[src/rtl/core/lpsp_pkg.sv]
// Shared constants, codes and controller/datapath interface types for the string pool.
`default_nettype none

package lpsp_pkg;

	// store geometry
	localparam int POOL_BYTES = 4096;
	localparam int ADDR_W     = $clog2(POOL_BYTES);

	// fixed field widths
	localparam int CFG_W   = 13;
	localparam int OP_W    = 3;
	localparam int LEN_W   = 12;
	localparam int BYTE_W  = 8;
	localparam int IDX_W   = 11;
	localparam int OFF_W   = 12;
	localparam int STAT_W  = 2;
	localparam int IN_W    = 48;
	localparam int OUT_W   = 40;

	// arithmetic widths
	localparam int CMP_W   = ((ADDR_W > LEN_W) ? ADDR_W : LEN_W) + 2;
	localparam int WALK_W  = ((ADDR_W > 16) ? ADDR_W : 16) + 1;

	typedef enum logic [OP_W-1:0] {
		OP_CLEAR     = 3'd0,
		OP_BEGIN_ADD = 3'd1,
		OP_ADD_BYTE  = 3'd2,
		OP_GET       = 3'd3,
		OP_READ_BYTE = 3'd4
	} op_t;

	typedef enum logic [STAT_W-1:0] {
		ST_OK        = 2'd0,
		ST_FULL      = 2'd1,
		ST_NOT_FOUND = 2'd2
	} status_t;

	typedef struct packed {
		logic latch;       // take the beat's fields, reset walk and result
		logic clear_start; // load header, reset pointers, restart sweep
		logic sweep_wr;    // clearing pass write
		logic set_full;
		logic ba_lo;       // record length low byte
		logic ba_hi;       // record length high byte, pointer update
		logic add_wr;
		logic rd_i;        // read low length byte at walk pointer
		logic rd_i1;       // read high length byte, capture low
		logic get_step;
		logic set_found;
		logic set_miss;
		logic rd_boff;
		logic set_data;
		logic out_load;
	} cmd_t;

	typedef struct packed {
		logic sweep_last;
		logic ba_full;
		logic bl_nz;
		logic walk;
		logic at_idx;
		logic out_free;
	} sts_t;

endpackage

`default_nettype wire

[src/rtl/core/lpsp_ctrl.sv]
// Controller: sequences clearing pass, record append, record walk and byte reads.
`default_nettype none

module lpsp_ctrl (
	input  logic           clk,
	input  logic           arst_n,
	input  logic           in_valid,
	output logic           in_ready,
	input  lpsp_pkg::op_t  in_op,
	input  lpsp_pkg::sts_t sts,
	output lpsp_pkg::cmd_t cmd
);

	import lpsp_pkg::*;

	typedef enum logic [3:0] {
		S_SWEEP,
		S_IDLE,
		S_BA_CHECK,
		S_BA_HI,
		S_ADD,
		S_GET_TEST,
		S_GET_LO,
		S_GET_HI,
		S_RD_ISSUE,
		S_RD_CAP,
		S_RESULT
	} state_t;

	state_t state_q, state_d;
	logic   walk_q, walk_d;

	always_ff @(posedge clk or negedge arst_n) begin
		if (!arst_n) begin
			state_q <= S_SWEEP;
			walk_q  <= 1'b0;
		end else begin
			state_q <= state_d;
			walk_q  <= walk_d;
		end
	end

	always_comb begin
		cmd      = '0;
		state_d  = state_q;
		walk_d   = walk_q;
		in_ready = state_q == S_IDLE;
		case (state_q)
			S_SWEEP: begin
				cmd.sweep_wr = 1'b1;
				if (sts.sweep_last) begin
					state_d = S_IDLE;
				end
			end
			S_IDLE: begin
				if (in_valid) begin
					cmd.latch = 1'b1;
					case (in_op)
						OP_CLEAR: begin
							cmd.clear_start = 1'b1;
							state_d         = S_SWEEP;
						end
						OP_BEGIN_ADD: state_d = S_BA_CHECK;
						OP_ADD_BYTE:  state_d = S_ADD;
						OP_GET:       state_d = S_GET_TEST;
						OP_READ_BYTE: state_d = S_RD_ISSUE;
						default:      state_d = S_IDLE;
					endcase
				end
			end
			S_BA_CHECK: begin
				if (sts.ba_full) begin
					cmd.set_full = 1'b1;
					state_d      = S_RESULT;
				end else begin
					cmd.ba_lo = 1'b1;
					state_d   = S_BA_HI;
				end
			end
			S_BA_HI: begin
				cmd.ba_hi = 1'b1;
				state_d   = S_RESULT;
			end
			S_ADD: begin
				cmd.add_wr = sts.bl_nz;
				state_d    = S_IDLE;
			end
			S_GET_TEST: begin
				if (sts.walk || sts.at_idx) begin
					cmd.rd_i = 1'b1;
					walk_d   = sts.walk;
					state_d  = S_GET_LO;
				end else begin
					cmd.set_miss = 1'b1;
					state_d      = S_RESULT;
				end
			end
			S_GET_LO: begin
				cmd.rd_i1 = 1'b1;
				state_d   = S_GET_HI;
			end
			S_GET_HI: begin
				if (walk_q) begin
					cmd.get_step = 1'b1;
					state_d      = S_GET_TEST;
				end else begin
					cmd.set_found = 1'b1;
					state_d       = S_RESULT;
				end
			end
			S_RD_ISSUE: begin
				cmd.rd_boff = 1'b1;
				state_d     = S_RD_CAP;
			end
			S_RD_CAP: begin
				cmd.set_data = 1'b1;
				state_d      = S_RESULT;
			end
			S_RESULT: begin
				if (sts.out_free) begin
					cmd.out_load = 1'b1;
					state_d      = S_IDLE;
				end
			end
			default: state_d = S_IDLE;
		endcase
	end

endmodule

`default_nettype wire

[config.mk]
export PLATFORM = sky130hd
export DESIGN_NAME = lpsp_ctrl
export DESIGN_NICKNAME = d
export VERILOG_FILES = /design/src/rtl/core/lpsp_pkg.sv /design/src/rtl/core/lpsp_ctrl.sv
export SDC_FILE = /design/constraint.sdc
export NUM_CORES = 1
export LEC_CHECK = 0
export BUFFER_PORTS_ARGS = -buffer_cell sky130_fd_sc_hd__buf_2
export CAP_MARGIN = 20
export CORE_AREA = 5 5 42 44
export CTS_CLUSTER_SIZE = 40
export DETAILED_ROUTE_END_ITERATION = 10
export DIE_AREA = 0 0 47 49
export GPL_TIMING_DRIVEN = 0
export PLACE_DENSITY = 0.71
export SLEW_MARGIN = 10
export SYNTH_ARGS = -nofsm -noshare
export SYNTH_HDL_FRONTEND = slang
export SYNTH_SLANG_ARGS = --single-unit
[constraint.sdc]
create_clock -name clk -period 3.7 [get_ports clk]
set_clock_uncertainty 0.15 [all_clocks]
set_input_delay 0.74 -clock clk [delete_from_list [all_inputs] [get_ports clk]]
set_output_delay 0.74 -clock clk [all_outputs]
set_load 0.02 [all_outputs]
Word level (Yosys, flattened, before mapping). Index checks and enable logic that the tools add are counted.

Equal/unequal tests: 17. Multiplexer cells: 29. Reductions and logical operators: 6.

Operator list (count): 4-bit one-hot mux with 9 select lines (1); 4-bit two-way mux (6); 4-bit one-hot mux with 5 select lines (1); 1-bit two-way mux (17); 4-bit by 3-bit equality test with 1-bit output (second input constant) (4); 4-bit equality test (second input constant) (3); 4-bit by 2-bit equality test with 1-bit output (second input constant) (2); 2-bit two-way mux (4); 3-bit by 2-bit equality test with 1-bit output (second input constant) (2); 2-bit != test (second input constant) (3); 4-bit by 1-bit equality test with 1-bit output (second input constant) (1); 4-bit logical NOT (1); 3-bit by 1-bit equality test with 1-bit output (second input constant) (1); 3-bit equality test (second input constant) (1); 3-bit logical NOT (1); 3-bit AND reduction (1); 2-bit AND reduction (1); 2-bit OR reduction (1); 1-bit logical OR (1).

Flip-flop bits (word level): 5. Bits of input ports: 12. Output and inout port bits: 16. Word-level logic and storage cells: 54.

Logic depth before layout (Yosys ltp). Gate-level depths: netlist (run 1).

Word-level depth: 4. Gate-level depth with buffers: 6. Mapped depth without buffers: 4.

Least setup slack after synthesis (run 1). Ideal clock, no wire load.

Path kind: flip-flop to output port. Start: reg state_q[1]. End: out cmd[13] (netlist bit). Data arrival time: 1.589 ns. Setup slack: 1.221 ns. Cell stages (with the launch flop): 5. Buffers on the path: 0. Cell sequence: dfrtp_1 -> nand2b_1 -> nor3_2 -> and2_1 -> and3b_1.

RTL lines: start: declaration (RTL line lpsp_ctrl.sv:30) `state_t state_q, state_d;`; start signal: assignment (RTL line lpsp_ctrl.sv:38) `state_q <= state_d;`; end: declaration (RTL line lpsp_ctrl.sv:11) `output lpsp_pkg::cmd_t cmd`.

==> impl_metrics.json, run 1 <==
{
  "outcome": "finished, final reports clean",
  "detailroute.wirelength.met2_microns": 736,
  "grt_pass1_wl_mm": 2.63,
  "critPathMaxStageDelay_ns": 0.41,
  "portBuffers": 27,
  "antenna_violations_before_repair": 0,
  "post_cts_hold_buffer_count": 0,
  "die_w_microns": 47,
  "synth_area_per_cell_sq_um": 7.22,
  "cts_setup_buffers": 0,
  "layout_worst_path_cycle_share": 0.674,
  "netlist_area_sq_um": 542,
  "synth_cell_types": 30,
  "synth-seq-cells": 5,
  "worst-endpoint-arrival_ns": 1.60,
  "die-height_microns": 49,
  "most_repeated_cell_in_the_gate_level_netlist_after_synthesis": "nor3_1",
  "crit-reg2reg-capture": "state_q[3]",
  "timing.reg2reg.worst_path_depth": 4,
  "clkSinkCount": 5,
  "synth-edff-count": 0,
  "timing.critical_path.from_type": "flop",
  "die_area_sq_um": 2300,
  "reg_to_reg_startpoint": "state_q[0]",
  "slowest_stage": "dfrtp_1",
  "max_clock_freq_mhz": 401,
  "max-slew-margin-rel": 0.783,
  "max-cap-violations": 0,
  "worst-path-max-fanout": 5,
  "cell_type_with_the_largest_total_area_after_synthesis": "dfrtp_1",
  "final_nets": 119,
  "crit_path_cell_trace": "nand2b_1 -> nor3_2 -> and2_1 -> and3b_1 -> buf_2",
  "final_hold_viols": 0,
  "dr.pass1.iters": 4,
  "root_buf_cell": "clkbuf_4",
  "met3_routed_wl_microns": 101,
  "insertion_delay_ns": 0.24,
  "vias_post_dr": 654,
  "floorplan.initialDensity": 0.387,
  "setup.reg_to_reg.worst_slack_ns": 2.22,
  "critical_path.endpoint_type": "output pin",
  "drt.antenna.violating_nets": 0,
  "fin_worst_hold_slack_ns": 0.153,
  "slew_viol_final": 0,
  "required_time_at_the_worst_slack_endpoint_ns": 2.81,
  "dp_worst_setup_slack_ns": 1.47,
  "peakVddDrop_v": 0.000277,
  "synth_warnings": 0,
  "top_layer_used": "met3",
  "grt_use_total": 0.151,
  "ys_async_sr_fraction": 1.00,
  "clock_tree_from_tritoncts": "built",
  "global_route.overflow_total": 0,
  "drt-met1-wl_microns": 749,
  "cts.reportedPaths.clkPinSlew_ns": 0.04,
  "detail_route.iter0.violations": 11,
  "setup_slack_ns": 1.21,
  "cts-buffers-inserted": 3,
  "synth.top_cell.area_share": 0.231,
  "hold_class": "input port to asynchronous set/reset pin",
  "core_area_sq_um": 1400,
  "cts_repair_resize_count": 0,
  "routed_wirelength_mm": 1.59,
  "tns_setup_ns": 0,
  "drcViolationCount": 0,
  "post-layout-total-power_mw": 0.501,
  "finalWeightedCongestion": 0.843,
  "netlist_instances": 75,
  "power.density_cell_area_nw_per_um2": 692,
  "synth_sequential_area_ratio": 0.231,
  "p_leak_nw": 0.356,
  "rsz_0062_raised_after_global_routing": "no",
  "boundaryPins": 28,
  "post_synth_most_frequent_cells": "10 x nor3_1, 7 x nor2_1, 6 x nand2_1",
  "ys_top_cells_by_area": "dfrtp_1 23%, nor3_1 9.2%, nand2b_1 5.8%",
  "viasPerCell": 5.36,
  "final.min_clock_period_ns": 2.49,
  "fp-row-count": 14,
  "worst_setup_path_startpoint": "state_q[1]",
  "grt_pass1_vias": 671,
  "place_hpwl_mm": 1.27,
  "timing_worst_slew_pin_value_ns": 0.323,
  "clk_path_buf_depth": 2,
  "dominantRegCellSynth": "dfrtp_1",
  "synth_fp_nets": 87,
  "worstSetupPathType": "flop to output pin",
  "finish.utilization": 0.516,
  "cts_htree_levels": 1,
  "timing.final.setup_violations": 0,
  "grt_start_max_net_pins": 11,
  "area_growth_syn_to_layout_pct": 33.5,
  "antenna_cells": 0,
  "drive_gt1_frac": 0.358,
  "avgRoutedWirePerCell_microns": 13.0
}
layout make-up:
class | count | area, sq um
Buffer | 5 | 27.5
Clock buffer | 4 | 26.3
Fill cell | 164 | 678
Inverter | 3 | 11.3
Multi-Input combinational cell | 62 | 378
Sequential cell | 5 | 125
Tap cell | 16 | 20.0
Timing Repair Buffer | 27 | 135
worst max-delay path, delay by kind of cell (launching register included):
family	cells	cell delay (ns)
buf+inv	1	0.16
flops	1	0.41
simple gates	4	0.80
per-layer routing:
metal | up-vias | GRT usage
li1 | 336 | -
met1 | 297 | 0.194
met2 | 21 | 0.238
met3 | 0 | 0.0221
met4 | 0 | 0.0691
met5 | - | 0
stage by stage:
| stage | instance area (sq um) | std cells |
|---|---|---|
| 5_1_grt | 723 | 122 |
| 6_report | 723 | 122 |
| 4_1_cts | 723 | 122 |
| 2_1_floorplan | 542 | 75 |
| 3_3_place_gp | 697 | 118 |
| 3_5_place_dp | 697 | 118 |
how the worst max path moves through the flow:
| stage | end | slack, ns | depth (start not counted) |
|---|---|---|---|
| after floorplan | cmd[13] | 1.22 | 4 |
| after global placement | cmd[13] | 1.49 | 5 |
| after detailed placement | cmd[13] | 1.47 | 5 |
| after CTS | cmd[13] | 1.20 | 5 |
| after global routing | cmd[13] | 1.08 | 5 |
| final | cmd[13] | 1.21 | 5 |
power by group:
part	internal [mW]	switching [mW]
sequential	0.0762	0.0253
combinational	0.127	0.211
clock	0.0407	0.0209
cell usage in the layout (no fill, tap or decap), types with 2 or more instances in the layout:
cell / n
nor4_1: 2
nand2b_1: 5
inv_1: 3
a21oi_1: 5
nor2b_1: 4
nor2_1: 7
nor3_1: 10
nand2_1: 6
dfrtp_1: 5
a31oi_1: 3
o21ai_0: 3
clkbuf_4: 3
buf_2: 31
flip-flops by register name, indices dropped and copies added (netlist names):
name,count
walk_q,1
state_q,4
kinds of logic (layout without fill, tap and decap cells):
logic type | Yosys count | in the layout | synth area share
and+or+nand+nor | 42 | 42 | 0.443
DFF | 5 | 5 | 0.231
adders and majority gates | 1 | 1 | 0.0185
buffers and inverters | 8 | 39 | 0.0716
AOI/OAI and AO/OA | 19 | 19 | 0.236
No activity file was read; power rests on OpenSTA's default activity.
==> inputs of run 2 (changes only) <==
--- a/config.mk
+++ b/config.mk
@@ -7,10 +7,10 @@
 export LEC_CHECK = 0
 export BUFFER_PORTS_ARGS = -buffer_cell sky130_fd_sc_hd__buf_2
 export CAP_MARGIN = 20
-export CORE_AREA = 5 5 42 44
+export CORE_MARGIN = 5
+export CORE_UTILIZATION = 39
 export CTS_CLUSTER_SIZE = 40
 export DETAILED_ROUTE_END_ITERATION = 10
-export DIE_AREA = 0 0 47 49
 export GPL_TIMING_DRIVEN = 0
 export PLACE_DENSITY = 0.71
 export SLEW_MARGIN = 10
==> constraint.sdc (replaced) <==
create_clock -name clk -period 2.1 [get_ports clk]
set_clock_uncertainty 0.15 [all_clocks]
set_input_delay 0.42 -clock clk [delete_from_list [all_inputs] [get_ports clk]]
set_output_delay 0.42 -clock clk [all_outputs]
set_load 0.02 [all_outputs]
==> run 2 against run 1 <==
Cell area rose by 10%; routed wire length rose by 8.0%; utilization rose by 9.5 points; register-to-register slack got worse by 1.7 ns; critical endpoint unchanged.
==> impl_metrics.json, run 2 (same netlist as run 1, synthesis figures left out) <==
{
  "timing.critical_path.from_type": "flop",
  "drt.antenna.violating_nets": 0,
  "met3_routed_wl_microns": 114,
  "place_hpwl_mm": 1.30,
  "clk_path_buf_depth": 2,
  "portBuffers": 27,
  "drcViolationCount": 0,
  "final.min_clock_period_ns": 2.06,
  "layout.cells.most_common": "buf_2",
  "cts.reportedPaths.clkPinSlew_ns": 0.05,
  "post-layout-total-power_mw": 0.998,
  "timing_worst_slew_pin_value_ns": 0.315,
  "clkSinkCount": 5,
  "critical_path.n_buffers_inverters": 1,
  "grt_pass1_vias": 624,
  "setup_slack_ns": 0.0369,
  "largest_register": "state_q",
  "antenna_violations_before_repair": 0,
  "largest_registers": "state_q: 4 flops, walk_q: 1 flops",
  "detailroute.wirelength.met2_microns": 904,
  "max-cap-violations": 0,
  "fin_worst_hold_slack_ns": 0.306,
  "global_route.overflow_total": 0,
  "area_growth_syn_to_layout_pct": 46.9,
  "avgRoutedWirePerCell_microns": 13.7,
  "layout.cells.most_common_list": "29 x buf_2, 10 x nor3_1, 7 x nor2_1, 6 x nand2_1",
  "timing.reg2reg.worst_path_depth": 5,
  "crit_path_cell_trace": "nand2b_4 -> nor3_4 -> and2_4 -> and3b_1 -> buf_2",
  "core_area_sq_um": 1300,
  "rsz_0062_raised_after_global_routing": "yes",
  "fp-row-count": 13,
  "power.density_cell_area_nw_per_um2": 1250,
  "drive_gt1_frac": 0.427,
  "boundaryPins": 28,
  "required_time_at_the_worst_slack_endpoint_ns": 1.53,
  "worst-path-max-fanout": 5,
  "worst-endpoint-arrival_ns": 1.49,
  "outcome": "finished, final reports clean",
  "hold_path_startpoint": "sts[2]",
  "critical_path.endpoint_type": "output pin",
  "final_hold_viols": 0,
  "clock_tree_from_tritoncts": "built",
  "vias_post_dr": 684,
  "routed_wirelength_mm": 1.71,
  "p_leak_nw": 0.383,
  "grt_use_total": 0.163,
  "floorplan.initialDensity": 0.416,
  "max_clock_freq_mhz": 485,
  "cts-buffers-inserted": 3,
  "dp_worst_setup_slack_ns": 0.208,
  "final.fill_count": 131,
  "top_layer_used": "met3",
  "cts_htree_levels": 1,
  "die-height_microns": 47.3,
  "root_buf_cell": "clkbuf_4",
  "grt_start_max_net_pins": 11,
  "drt-met1-wl_microns": 693,
  "crit-reg2reg-capture": "state_q[3]",
  "slew_viol_final": 0,
  "die_area_sq_um": 2230,
  "grt_pass1_wl_mm": 2.72,
  "detail_route.iter0.violations": 21,
  "reg_to_reg_startpoint": "state_q[0]",
  "depth_of_the_worst_hold_timing_path": 2,
  "dr.pass1.iters": 4,
  "finalWeightedCongestion": 0.839,
  "timing.final.setup_violations": 0,
  "critPathMaxStageDelay_ns": 0.42,
  "largest_register_ffs": 4,
  "peakVddDrop_v": 0.000744,
  "insertion_delay_ns": 0.24,
  "final_nets": 123,
  "slowest_stage": "dfrtp_1",
  "hold_class": "input port to flop",
  "max-slew-margin-rel": 0.788,
  "layout_worst_path_cycle_share": 0.982,
  "die_w_microns": 47.3,
  "worstSetupPathType": "flop to output pin",
  "timing.critical_path.max_delay_family": "simple AND/OR/NAND/NOR gates",
  "hold-path-endpoint": "walk_q",
  "setup.reg_to_reg.worst_slack_ns": 0.57,
  "antenna_cells": 0,
  "viasPerCell": 5.47
}
==> run 2: changes by cell type in the layout (fill, tap and decap cells not counted), sizes merged <==
cell,delta
clkbuf,+2
dlygate4sd3,+1
buf,+1
==> run 2: area by class of cell <==
cell class                      count  area (sq um)  area share
Buffer                              5          32.5      0.0409
Sequential cell                     5           128       0.160
Clock buffer                        4          26.3      0.0330
Inverter                            3          11.3      0.0142
Timing Repair Buffer               31           168       0.211
Tap cell                           15          18.8      0.0236
Multi-Input combinational cell     62           412       0.517
==> run 2: layer usage <==
layer / vias to the layer above / GRT usage
met5: - / 0
met4: 0 / 0.0166
met3: 0 / 0.00383
met2: 24 / 0.318
met1: 312 / 0.200
li1: 348 / -
==> run 2: where the power goes <==
part / internal, mW / leakage [nW] / switching (mW) / total (mW)
registers: 0.137 / 0.0622 / 0.0521 / 0.189
logic: 0.290 / 0.306 / 0.410 / 0.700
clock network: 0.0717 / 0.0150 / 0.0374 / 0.109
total: 0.498 / 0.383 / 0.500 / 0.998
==> run 2: what timing repair did <==
item / 4_1_cts / 5_1_grt
setup endpoints to repair: 3 / 5
buffers inserted: 1 / 2
hold buffers: 1 / 0
hold endpoints to repair: 5 / 0
gates resized for setup: 2 / 7
pin swaps: 1 / 1
cloned: 0 / 0
==> run 2: stage by stage <==
step / utilization / setup TNS (ns) / instances / area [sq um]
after global routing: 0.612 / -0.0184 / 125 / 796
after CTS: 0.580 / -0.00295 / 123 / 754
after global placement: 0.539 / 0 / 117 / 702
after floorplan: - / 0 / 75 / 548
final: 0.612 / 0 / 125 / 796
after detailed placement: 0.539 / 0 / 117 / 702
==> run 2: worst max path at each step <==
stage	start	end	cells past startpoint
2_1_floorplan	state_q[1]	cmd[13]	4
3_3_place_gp	state_q[2]	cmd[3]	5
3_5_place_dp	state_q[1]	cmd[13]	5
4_1_cts	state_q[0]	cmd[3]	5
5_1_grt	state_q[1]	cmd[13]	5
6_report	state_q[1]	cmd[13]	5
